**config.mk**
```make
export PLATFORM = sky130hd
export DESIGN_NAME = pid_leaky_integral_drive_top
export DESIGN_NICKNAME = d
export VERILOG_FILES = /design/src/hw/rtl/pld_pkg.sv /design/src/hw/rtl/pld_smul.sv /design/src/hw/rtl/pld_div20.sv /design/src/hw/rtl/pid_leaky_integral_drive_top.sv
export SDC_FILE = /design/constraint.sdc
export NUM_CORES = 2
export LEC_CHECK = 0
export ABC_CLOCK_PERIOD_IN_PS = 8700
export BUFFER_PORTS_ARGS = -buffer_cell sky130_fd_sc_hd__clkbuf_2
export CORE_MARGIN = 2
export CORE_UTILIZATION = 50
export CTS_BUF_LIST = sky130_fd_sc_hd__clkbuf_4 sky130_fd_sc_hd__clkbuf_8 sky130_fd_sc_hd__clkbuf_16
export CTS_CLUSTER_DIAMETER = 60
export CTS_CLUSTER_SIZE = 28
export DETAILED_ROUTE_END_ITERATION = 6
export GPL_TIMING_DRIVEN = 0
export PLACE_DENSITY = 0.68
export SYNTH_ARGS = -nofsm -noshare
export SYNTH_HDL_FRONTEND = slang
export SYNTH_SLANG_ARGS = --single-unit
```
**constraint.sdc**
```tcl
create_clock -name i_clk -period 8.7 [get_ports i_clk]
set_clock_uncertainty 0.2 [all_clocks]
set_input_delay 0 -clock i_clk [delete_from_list [all_inputs] [get_ports i_clk]]
set_output_delay 0 -clock i_clk [all_outputs]
set_load 0.02 [all_outputs]
```
**src/hw/rtl/pld_pkg.sv**
```systemverilog
// pld_pkg: shared types, widths and constants for the leaky-integral PID drive
// no dependencies; imported by every module of the block

package pld_pkg;

    // field widths
    localparam int POS_W   = 24;
    localparam int ERR_W   = POS_W + 1;
    localparam int DIFF_W  = ERR_W + 1;
    localparam int GAIN_W  = 32;
    localparam int EFF_W   = 32;
    localparam int DRV_W   = 16;
    localparam int CFG_W   = 32;
    localparam int CFG_IDX_W = 3;

    // integral: Q24.17, leak numerator and divide by 20
    localparam int FRAC_I     = 17;
    localparam int INTEG_W    = 42;
    localparam int NUM_W      = 48;
    localparam int LEAK_DIV   = 20;
    localparam int ROUND_HALF = LEAK_DIV / 2;
    localparam int DIV_DIGIT  = 4;
    localparam int DIV_STEPS  = NUM_W / DIV_DIGIT;
    localparam int DIV_CNT_W  = $clog2(DIV_STEPS);
    localparam int REM_W      = 5;
    localparam int DIVX_W     = REM_W + DIV_DIGIT;
    localparam int DIV_RECIP  = 3277;      // 2^16 / 20 rounded up
    localparam int DIV_SHIFT  = 16;
    localparam int DIVQ_W     = DIVX_W + 12;

    // digit-serial multiplier
    localparam int MUL_DIGIT  = 4;
    localparam int MUL_DATA_W = 44;
    localparam int MUL_STEPS  = MUL_DATA_W / MUL_DIGIT;
    localparam int MUL_CNT_W  = $clog2(MUL_STEPS);
    localparam int PROD_W     = GAIN_W + 1 + MUL_DATA_W;

    // effort and drive
    localparam int Q_W        = 59;
    localparam int Q_FRAC     = 16;
    localparam int Q16_ONE    = 65536;
    localparam int TR_W       = Q_W - Q_FRAC;
    localparam int EFF_MAX    = 2147483647;
    localparam int EFF_MIN    = -2147483647 - 1;
    localparam int V_W        = 64;
    localparam int RQ_W       = V_W - Q_FRAC;
    localparam int ROUND_BIAS = Q16_ONE / 2;
    localparam int DRV_MAX    = 32767;
    localparam int DRV_MIN_MAG = 32768;

    // register indexes
    localparam logic [CFG_IDX_W-1:0] CFG_KP     = 3'd0;
    localparam logic [CFG_IDX_W-1:0] CFG_KI     = 3'd1;
    localparam logic [CFG_IDX_W-1:0] CFG_KD     = 3'd2;
    localparam logic [CFG_IDX_W-1:0] CFG_POL    = 3'd3;
    localparam logic [CFG_IDX_W-1:0] CFG_SCALE  = 3'd4;
    localparam logic [CFG_IDX_W-1:0] CFG_STOP   = 3'd5;
    localparam logic [CFG_IDX_W-1:0] CFG_UPPER  = 3'd6;
    localparam logic [CFG_IDX_W-1:0] CFG_LOWER  = 3'd7;

    localparam logic signed [GAIN_W-1:0] SCALE_RESET = 32'sd65536;

    typedef struct packed {
        logic signed [POS_W-1:0] setpoint;
        logic signed [POS_W-1:0] position;
        logic                    restart;
    } t_in_word;

    typedef struct packed {
        logic signed [EFF_W-1:0] control_effort;
        logic signed [DRV_W-1:0] drive;
    } t_out_word;

endpackage

```
**src/hw/rtl/pld_smul.sv**
```systemverilog
// pld_smul: signed multiplier, gain times data, four data bits per cycle
// depends on pld_pkg for widths and step count

module pld_smul import pld_pkg::*; (
    input  logic                     i_clk,
    input  logic                     i_rst_n,
    input  logic                     i_start,
    input  logic signed [GAIN_W-1:0] i_gain,
    input  logic signed [MUL_DATA_W-1:0] i_data,
    output logic                     o_busy,
    output logic                     o_done,
    output logic signed [PROD_W-1:0] o_prod
);

    logic                          r_busy;
    logic                          r_done;
    logic [MUL_CNT_W-1:0]          r_cnt;
    logic signed [GAIN_W-1:0]      r_gain;
    logic signed [GAIN_W:0]        r_hi;
    logic [MUL_DATA_W-1:0]         r_lo;

    logic                          w_last;
    logic signed [MUL_DIGIT:0]     w_digit;
    logic signed [GAIN_W+MUL_DIGIT:0] w_term;
    logic signed [GAIN_W+MUL_DIGIT:0] w_sum;

    // top digit of the data carries the sign
    assign w_last  = (r_cnt == MUL_CNT_W'(MUL_STEPS - 1));
    assign w_digit = {w_last & r_lo[MUL_DIGIT-1], r_lo[MUL_DIGIT-1:0]};
    assign w_term  = r_gain * w_digit;
    assign w_sum   = (GAIN_W + MUL_DIGIT + 1)'(r_hi) + w_term;

    always_ff @(posedge i_clk) begin
        if (!i_rst_n) begin
            r_busy <= 1'b0;
            r_done <= 1'b0;
            r_cnt  <= '0;
        end else begin
            r_done <= 1'b0;
            if (i_start) begin
                r_busy <= 1'b1;
                r_cnt  <= '0;
                r_gain <= i_gain;
                r_hi   <= '0;
                r_lo   <= i_data;
            end else if (r_busy) begin
                r_hi  <= w_sum[GAIN_W+MUL_DIGIT:MUL_DIGIT];
                r_lo  <= {w_sum[MUL_DIGIT-1:0], r_lo[MUL_DATA_W-1:MUL_DIGIT]};
                r_cnt <= r_cnt + 1'b1;
                if (w_last) begin
                    r_busy <= 1'b0;
                    r_done <= 1'b1;
                end
            end
        end
    end

    assign o_busy = r_busy;
    assign o_done = r_done;
    assign o_prod = {r_hi, r_lo};

endmodule

```
**src/hw/rtl/pld_div20.sv**
```systemverilog
// pld_div20: leak divide, signed numerator over 20 rounded half away from zero
// one 4-bit quotient digit per cycle; depends on pld_pkg

module pld_div20 import pld_pkg::*; (
    input  logic                      i_clk,
    input  logic                      i_rst_n,
    input  logic                      i_start,
    input  logic signed [NUM_W-1:0]   i_num,
    output logic                      o_busy,
    output logic                      o_done,
    output logic signed [INTEG_W-1:0] o_quot
);

    logic                 r_busy;
    logic                 r_done;
    logic [DIV_CNT_W-1:0] r_cnt;
    logic                 r_neg;
    logic [NUM_W-1:0]     r_dvd;
    logic [REM_W-1:0]     r_rem;

    logic [DIVX_W-1:0]    w_x;
    logic [DIVQ_W-1:0]    w_qx;
    logic [DIV_DIGIT-1:0] w_qd;
    logic [DIVX_W-1:0]    w_q20;
    logic [DIVX_W-1:0]    w_rem_full;
    logic [INTEG_W-1:0]   w_mag;

    // partial remainder stays below 20, so x < 320 and the reciprocal is exact
    assign w_x        = {r_rem, r_dvd[NUM_W-1 -: DIV_DIGIT]};
    assign w_qx       = DIVQ_W'(w_x) * DIVQ_W'(DIV_RECIP);
    assign w_qd       = w_qx[DIV_SHIFT +: DIV_DIGIT];
    assign w_q20      = DIVX_W'(w_qd) * DIVX_W'(LEAK_DIV);
    assign w_rem_full = w_x - w_q20;
    assign w_mag      = r_dvd[INTEG_W-1:0];

    always_ff @(posedge i_clk) begin
        if (!i_rst_n) begin
            r_busy <= 1'b0;
            r_done <= 1'b0;
            r_cnt  <= '0;
        end else begin
            r_done <= 1'b0;
            if (i_start) begin
                r_busy <= 1'b1;
                r_cnt  <= '0;
                r_rem  <= '0;
                r_neg  <= i_num[NUM_W-1];
                // magnitude plus half the divisor
                r_dvd  <= i_num[NUM_W-1] ? (~i_num + NUM_W'(ROUND_HALF + 1))
                                         : (i_num + NUM_W'(ROUND_HALF));
            end else if (r_busy) begin
                r_rem <= w_rem_full[REM_W-1:0];
                r_dvd <= {r_dvd[NUM_W-DIV_DIGIT-1:0], w_qd};
                r_cnt <= r_cnt + 1'b1;
                if (r_cnt == DIV_CNT_W'(DIV_STEPS - 1)) begin
                    r_busy <= 1'b0;
                    r_done <= 1'b1;
                end
            end
        end
    end

    assign o_busy = r_busy;
    assign o_done = r_done;
    assign o_quot = r_neg ? -w_mag : w_mag;

endmodule

```
**src/hw/rtl/pid_leaky_integral_drive_top.sv**
```systemverilog
// A tick of the PID drive runs through digit-serial units working four bits per
// cycle: the leak divide by 20 (12 digits), then three parallel multiplier lanes
// for kp*e, kd*d and ki*I (11 digits), then lane 0 again for effort*output_scale,
// followed by steps for the sum, polarity, truncation, offset, deadband, rounding
// and saturation; a restart tick goes straight to the output scaling. A finished
// word sits in the output register while the next tick is accepted. Configuration
// writes take effect at once and should be made only while no tick is in flight.
// pid_leaky_integral_drive_top: control sequencer, state, config registers
// depends on pld_pkg, pld_div20 and pld_smul

module pid_leaky_integral_drive_top import pld_pkg::*; (
    input  logic                  i_clk,
    input  logic                  i_rst_n,
    input  logic                  i_in_valid,
    output logic                  o_in_stall,
    input  t_in_word              i_in_word,
    output logic                  o_out_valid,
    input  logic                  i_out_stall,
    output t_out_word             o_out_word,
    input  logic                  i_cfg_we,
    input  logic [CFG_IDX_W-1:0]  i_cfg_idx,
    input  logic [CFG_W-1:0]      i_cfg_data
);

    typedef enum logic [3:0] {
        S_IDLE, S_LEAK, S_DIV, S_PID, S_MUL, S_SUM, S_POL, S_EFF,
        S_SCL, S_SCW, S_OFS, S_DB, S_RND, S_SAT, S_DONE
    } t_state;

    t_state                     r_state;

    logic signed [GAIN_W-1:0]   r_kp, r_ki, r_kd, r_scale;
    logic                       r_pol;
    logic signed [DRV_W-1:0]    r_stop, r_upper, r_lower;

    logic signed [INTEG_W-1:0]  r_integ;
    logic signed [ERR_W-1:0]    r_last_err;

    logic signed [ERR_W-1:0]    r_err;
    logic signed [Q_W-1:0]      r_q;
    logic signed [EFF_W-1:0]    r_effort;
    logic signed [V_W-1:0]      r_v;
    logic                       r_neg_v;
    logic [V_W-1:0]             r_mag;
    logic signed [DRV_W-1:0]    r_drive;

    logic                       r_out_valid;
    t_out_word                  r_out_word;

    logic                       w_in_acc;
    logic                       w_out_acc;
    logic signed [NUM_W-1:0]    w_num;
    logic                       w_div_start, w_div_busy, w_div_done;
    logic signed [INTEG_W-1:0]  w_quot;
    logic                       w_flip;
    logic signed [INTEG_W-1:0]  w_integ_new;
    logic signed [DIFF_W-1:0]   w_diff;

    logic                       w_start [3];
    logic signed [GAIN_W-1:0]   w_gain [3];
    logic signed [MUL_DATA_W-1:0] w_data [3];
    logic                       w_mul_busy [3];
    logic                       w_mul_done [3];
    logic signed [PROD_W-1:0]   w_prod [3];

    logic [Q_W-1:0]             w_qsum;
    logic signed [Q_W-1:0]      w_biased;
    logic signed [TR_W-1:0]     w_trunc;
    logic signed [V_W-1:0]      w_stop_q, w_up_q, w_lo_q;
    logic [RQ_W-1:0]            w_rq;
    logic signed [DRV_W-1:0]    w_drv;

    assign w_in_acc    = i_in_valid && !o_in_stall;
    assign w_out_acc   = r_out_valid && !i_out_stall;
    assign o_in_stall  = (r_state != S_IDLE);
    assign o_out_valid = r_out_valid;
    assign o_out_word  = r_out_word;

    // leak numerator e*2^17 + 19*I, with 19 = 16 + 2 + 1
    assign w_num = (NUM_W'(r_err) <<< FRAC_I) + (NUM_W'(r_integ) <<< 4)
                 + (NUM_W'(r_integ) <<< 1) + NUM_W'(r_integ);

    assign w_div_start = (r_state == S_LEAK);

    pld_div20 u_div (
        .i_clk   (i_clk),
        .i_rst_n (i_rst_n),
        .i_start (w_div_start),
        .i_num   (w_num),
        .o_busy  (w_div_busy),
        .o_done  (w_div_done),
        .o_quot  (w_quot)
    );

    // integral drops to zero when the error crosses zero
    assign w_flip      = r_last_err[ERR_W-1] != r_err[ERR_W-1];
    assign w_integ_new = w_flip ? '0 : w_quot;
    assign w_diff      = DIFF_W'(r_err) - DIFF_W'(r_last_err);

    // lane 0 doubles as the output scaler
    assign w_start[0] = (r_state == S_PID) || (r_state == S_SCL);
    assign w_start[1] = (r_state == S_PID);
    assign w_start[2] = (r_state == S_PID);
    assign w_gain[0]  = (r_state == S_SCL) ? r_scale : r_kp;
    assign w_gain[1]  = r_kd;
    assign w_gain[2]  = r_ki;
    assign w_data[0]  = (r_state == S_SCL) ? MUL_DATA_W'(r_effort) : MUL_DATA_W'(r_err);
    assign w_data[1]  = MUL_DATA_W'(w_diff);
    assign w_data[2]  = MUL_DATA_W'(w_integ_new);

    for (genvar g = 0; g < 3; g++) begin : g_lane
        pld_smul u_mul (
            .i_clk   (i_clk),
            .i_rst_n (i_rst_n),
            .i_start (w_start[g]),
            .i_gain  (w_gain[g]),
            .i_data  (w_data[g]),
            .o_busy  (w_mul_busy[g]),
            .o_done  (w_mul_done[g]),
            .o_prod  (w_prod[g])
        );
    end

    // ki*I is Q.33, floor to Q.16 by arithmetic shift
    assign w_qsum = w_prod[0][Q_W-1:0] + w_prod[1][Q_W-1:0]
                  + w_prod[2][Q_W+FRAC_I-1:FRAC_I];

    // truncate toward zero: bias negatives before the shift
    assign w_biased = r_q + (r_q[Q_W-1] ? Q_W'(Q16_ONE - 1) : Q_W'(0));
    assign w_trunc  = w_biased[Q_W-1:Q_FRAC];

    assign w_stop_q = V_W'(r_stop) <<< Q_FRAC;
    assign w_up_q   = V_W'(r_upper) <<< Q_FRAC;
    assign w_lo_q   = V_W'(r_lower) <<< Q_FRAC;

    assign w_rq = r_mag[V_W-1:Q_FRAC];

    always_comb begin
        if (r_neg_v) begin
            if (w_rq > RQ_W'(DRV_MIN_MAG)) begin
                w_drv = DRV_W'(-DRV_MIN_MAG);
            end else begin
                w_drv = -w_rq[DRV_W-1:0];
            end
        end else begin
            if (w_rq > RQ_W'(DRV_MAX)) begin
                w_drv = DRV_W'(DRV_MAX);
            end else begin
                w_drv = w_rq[DRV_W-1:0];
            end
        end
    end

    always_ff @(posedge i_clk) begin
        if (!i_rst_n) begin
            r_state     <= S_IDLE;
            r_out_valid <= 1'b0;
            r_integ     <= '0;
            r_last_err  <= '0;
            r_kp        <= '0;
            r_ki        <= '0;
            r_kd        <= '0;
            r_pol       <= 1'b1;
            r_scale     <= SCALE_RESET;
            r_stop      <= '0;
            r_upper     <= '0;
            r_lower     <= '0;
        end else begin
            if (i_cfg_we) begin
                case (i_cfg_idx)
                    CFG_KP:    r_kp    <= i_cfg_data;
                    CFG_KI:    r_ki    <= i_cfg_data;
                    CFG_KD:    r_kd    <= i_cfg_data;
                    CFG_POL:   r_pol   <= i_cfg_data[0];
                    CFG_SCALE: r_scale <= i_cfg_data;
                    CFG_STOP:  r_stop  <= i_cfg_data[DRV_W-1:0];
                    CFG_UPPER: r_upper <= i_cfg_data[DRV_W-1:0];
                    CFG_LOWER: r_lower <= i_cfg_data[DRV_W-1:0];
                    default: ;
                endcase
            end

            // in S_DONE the valid flag is handled by the load below
            if (w_out_acc && (r_state != S_DONE)) begin
                r_out_valid <= 1'b0;
            end

            case (r_state)
                S_IDLE: begin
                    if (w_in_acc) begin
                        r_err <= ERR_W'(i_in_word.setpoint) - ERR_W'(i_in_word.position);
                        if (i_in_word.restart) begin
                            r_integ    <= '0;
                            r_last_err <= '0;
                            r_effort   <= '0;
                            r_state    <= S_SCL;
                        end else begin
                            r_state <= S_LEAK;
                        end
                    end
                end
                S_LEAK: r_state <= S_DIV;
                S_DIV: begin
                    if (w_div_done) begin
                        r_state <= S_PID;
                    end
                end
                S_PID: begin
                    r_integ    <= w_integ_new;
                    r_last_err <= r_err;
                    r_state    <= S_MUL;
                end
                S_MUL: begin
                    if (w_mul_done[0] && w_mul_done[1] && w_mul_done[2]) begin
                        r_state <= S_SUM;
                    end
                end
                S_SUM: begin
                    r_q     <= w_qsum;
                    r_state <= S_POL;
                end
                S_POL: begin
                    if (!r_pol) begin
                        r_q <= -r_q;
                    end
                    r_state <= S_EFF;
                end
                S_EFF: begin
                    if (w_trunc > TR_W'(EFF_MAX)) begin
                        r_effort <= EFF_W'(EFF_MAX);
                    end else if (w_trunc < TR_W'(EFF_MIN)) begin
                        r_effort <= EFF_W'(EFF_MIN);
                    end else begin
                        r_effort <= w_trunc[EFF_W-1:0];
                    end
                    r_state <= S_SCL;
                end
                S_SCL: r_state <= S_SCW;
                S_SCW: begin
                    if (w_mul_done[0]) begin
                        r_state <= S_OFS;
                    end
                end
                S_OFS: begin
                    r_v     <= w_prod[0][V_W-1:0] + w_stop_q;
                    r_state <= S_DB;
                end
                S_DB: begin
                    // push small drives out of the deadband around stop
                    if (r_v > w_stop_q && r_v < w_up_q) begin
                        r_v <= w_up_q;
                    end else if (r_v < w_stop_q && r_v > w_lo_q) begin
                        r_v <= w_lo_q;
                    end
                    r_state <= S_RND;
                end
                S_RND: begin
                    r_neg_v <= r_v[V_W-1];
                    r_mag   <= r_v[V_W-1] ? (~r_v + V_W'(ROUND_BIAS + 1))
                                          : (r_v + V_W'(ROUND_BIAS));
                    r_state <= S_SAT;
                end
                S_SAT: begin
                    r_drive <= w_drv;
                    r_state <= S_DONE;
                end
                S_DONE: begin
                    if (!r_out_valid || !i_out_stall) begin
                        r_out_valid                <= 1'b1;
                        r_out_word.control_effort  <= r_effort;
                        r_out_word.drive           <= r_drive;
                        r_state                    <= S_IDLE;
                    end
                end
                default: r_state <= S_IDLE;
            endcase
        end
    end

    a_restart_clears: assert property (@(posedge i_clk) disable iff (!i_rst_n)
        w_in_acc && i_in_word.restart |=> (r_integ == '0) && (r_last_err == '0))
        else $error("restart did not clear integral state");

    a_units_exclusive: assert property (@(posedge i_clk) disable iff (!i_rst_n)
        !(w_div_busy && (w_mul_busy[0] || w_mul_busy[1] || w_mul_busy[2])))
        else $error("divider and multipliers overlap");

    a_no_overwrite: assert property (@(posedge i_clk) disable iff (!i_rst_n)
        (r_state == S_DONE) && r_out_valid && i_out_stall |=> $stable(r_out_word))
        else $error("pending output word overwritten");

endmodule
```
==> impl_results.md <==
* FF-to-FF Start: g_lane[1].u_mul.r_lo[3]$_DFFE_PP_
* Most frequent cells after synthesis: inv_1, nand2_1, edfxtp_1
* Die ar. at 0.162 mm^2
* Setup-failing EPs final at 0
* Power density over the cells at 299 mW/mm^2
* CP Data Arrival Time at 8.46 ns
* Top cells by area in the synthesized netlist: edfxtp_1, fa_1, ha_1, dfxtp_1, inv_1
* CP max stage delay at 0.79 ns
* Sequential area share after synthesis at 32.5%
* Placed Instance Area at 0.0828 mm^2
* Final Hold Viols at 0
* Post-Synthesis Cells at 8478
* Yosys reg bits at 947
* Layout cells sized above 1 at 5.37%
* Fin cells at 11100
* Largest net degree at the start of global routing at 65
* GRT Overall Usage at 30.0%
* H-tree Lvls at 3
* # rows at 146
* Total power draw at 26.4 mW
* Worst Hold Class: in -> reg
* Post-CTS setup buffer count at 0
* Initial Util at 50.2%
* Worst setup startpoint: g_lane[1].u_mul.r_lo[3]$_DFFE_PP_
* I/O Buffers at 134
* Core region area at 0.158 mm^2
* CTS tree: built
* Fmax at 0.122 GHz
* CP Class: reg -> reg
* Netlist cell types at 92
* CTS Root Cell: clkbuf_16
* Max-slew headroom at 5.28%
* Filler cells at 14000
* Gr ovfl total at 0
* Routed WL per cell at 22.2 um
* Status: finished clean
* Nets@finish at 10200
* Worst reg-to-reg setup slack at 0.51 ns
* RSZ-0062 raised after global routing: false
* Most frequent cell after synthesis: inv_1
* Area fraction of the dominant cell type after synthesis at 25.6%
* Antenna-violating nets left at 0
* Reg2reg end: g_lane[1].u_mul.r_hi[32]$_SDFFCE_PP0P_
* VDD IR max at 0.420 mV
* YS warnings at 0
* CP endpoint kind: flip-flop
* Synth area leader: edfxtp_1
* Syn nets at 9768
* CTS buffer count at 102
* Post-route DRC at 0
* Vias post-DR at 64000
* Critical Path Fanout Max at 10
* CP required at 8.97 ns
* First-pass DRT Iterations at 6
* Slew of the pin with the lowest slew margin at 1.42 ns
* Placed instance count at 10700
* Vias in the first global route at 62800
* Layout area overhead at 11.4%
* Worst path cell trace: nand2_1 > clkbuf_1 > inv_1 > fa_1 > inv_1 > fa_1 > fa_1 > inv_1 > fa_1 > ha_1 > a21oi_1 > nor2b_1 > o31a_1 > o41ai_1 > o211a_1 > nor3_1 > o31ai_1 > a21oi_1 > o41ai_1 > o21ai_0 > xnor2_1 > nor2_1
* Post-DP HPWL at 195 mm
* Worst path most repeated cell: fa_1
* First-pass GRT wire length at 374 mm
* Mean Syn Cell Area at 9.34 um^2
* Deepest clock path buffer count at 3
* Leak at 36.8 nW
* IO Pins at 139
* Die Wd at 402 um
* Post-layout minimum cycle time at 8.19 ns
* Clk sink count at 947
* CP Launch Type: flip-flop
* CP max stage cell: edfxtp_1
* Asr flop ratio synth at 0%
* Final instance area at 0.0882 mm^2
* Reg2Reg Depth at 22
* EDFF count, synth at 674
* DR iter-0 viols at 5947
* Reg clk slew, reported paths at 0.09 ns
* Slew Viols, Final at 0
* Top FF cell, synth: edfxtp_1
* Synthesized cell area at 0.0792 mm^2
* RD Place Congestion at 0.994
* Final period util at 94.2%
* Die Y at 402 um
* Maximum Capacitance Violations at 0
* Final WL at 245 mm
* Clock Latency Late Sink at 0.79 ns
* CP Capture Point: g_lane[1].u_mul.r_hi[32]$_SDFFCE_PP0P_
* Initial antenna violation count at 8
* Via density at 5.79
where the power goes:
| group | internal, mW | total, mW | switching [mW] |
|---|---|---|---|
| clock network | 2.52 | 4.96 | 2.43 |
| logic | 6.00 | 14.6 | 8.65 |
| registers | 6.06 | 6.79 | 0.737 |
metal layers:
metal,share of wire (%),global-route usage (%)
met2,46,48.8
met5,0,0
met4,5.3,13.5
met3,7.3,4.38
met1,42,39.8
layout make-up:
| type | instances | area (um^2) | share of cell area (%) |
|---|---|---|---|
| diodes | 4 | 10.0 | 0.0113 |
| well taps | 2072 | 2590 | 2.94 |
| clock buffers | 110 | 2640 | 2.99 |
| plain buffers | 298 | 1130 | 1.28 |
| clock inverters | 84 | 1240 | 1.41 |
| inverters | 974 | 3660 | 4.15 |
| multi-input cells | 6259 | 48800 | 55.3 |
| repair buffers | 302 | 2470 | 2.80 |
| flip-flops and latches | 947 | 25700 | 29.1 |
how the worst min path moves through the flow:
stage	start	end	slack (ns)	depth (start not counted)
after floorplan	i_cfg_data[16]	r_scale[16]$_SDFFE_PN1P_	-0.08	2
after global placement	i_cfg_data[31]	r_scale[31]$_SDFFE_PN0P_	0.09	3
after detailed placement	i_cfg_data[31]	r_kd[31]$_SDFFE_PN0P_	0.1	3
after CTS	i_cfg_data[2]	r_ki[2]$_SDFFE_PN0P_	0.02	4
after global routing	i_cfg_data[2]	r_kp[2]$_SDFFE_PN0P_	0.05	4
final	i_cfg_data[15]	r_ki[15]$_SDFFE_PN0P_	0.05	4
worst max-delay path, delay by kind of cell (launching register included):
family                     cells  cell delay [ns]
AOI/OAI and AO/OA              8             2.97
adders and majority gates      5             2.36
buffers and inverters          4             0.80
DFF                            1             0.79
and+or+nand+nor                4             0.56
xor gates and xnor gates       1             0.18
flip-flops by register name, summed over array words and instances (netlist names), 42 cells and up:
name                 count
o_out_word              48
g_lane.u_mul.r_hi       99
r_v                     64
g_lane.u_mul.r_gain     96
r_integ                 42
r_mag                   48
g_lane.u_mul.r_lo      132
u_div.r_dvd             48
r_q                     59
metrics by stage:
stage	utilization, %	setup WS (ns)	hold slack (ns)	setup TNS [ns]
floorplan	-	1.21	-0.0760	0
global placement	52.3	-1.15	0.0857	-73.07
detailed placement	52.5	0.669	0.0962	0
CTS	55.9	0.629	0.0190	0
global route	55.9	0.146	0.0545	0
finish	55.9	0.509	0.0515	0
cells by family after synthesis:
family | after synthesis | share of synthesized area [%]
XOR/XNOR | 474 | 5.24
adder cells (fa/ha/maj) | 1201 | 24.1
flip-flops | 947 | 32.5
AND/OR/NAND/NOR | 2735 | 16.9
AO/OA/AOI/OAI | 1788 | 14.4
buffers and inverters | 1272 | 6.05
multiplexers | 61 | 0.826
cell usage in the layout, fill, tap and decap left out, types with 47 or more instances in the layout:
cell           instances
a21boi_0             192
a22oi_1               58
a31oi_1               47
nor2_1               555
dlygate4sd3_1        153
a21oi_1              448
o21a_1                51
nand3_1              138
nor4_1                64
and3_1                56
fa_1                 540
nand2b_1              68
edfxtp_1             674
a21o_1               218
clkbuf_2             135
xor2_1               236
ha_1                 661
dfxtp_1              272
nor2b_1              124
xnor2_1              238
o21ai_0              428
clkbuf_16            103
nand4_1               83
nand2_1              875
and2_1               431
or3_1                 59
nor3_1               142
inv_1                972
clkbuf_1             276
what timing repair did:
item	in CTS	in global routing
hold buffers	153	0
setup endpoints to repair	0	0
endpoints found under the hold margin	288	0
resized for setup	0	0
Power figures use the tool's default switching activity.
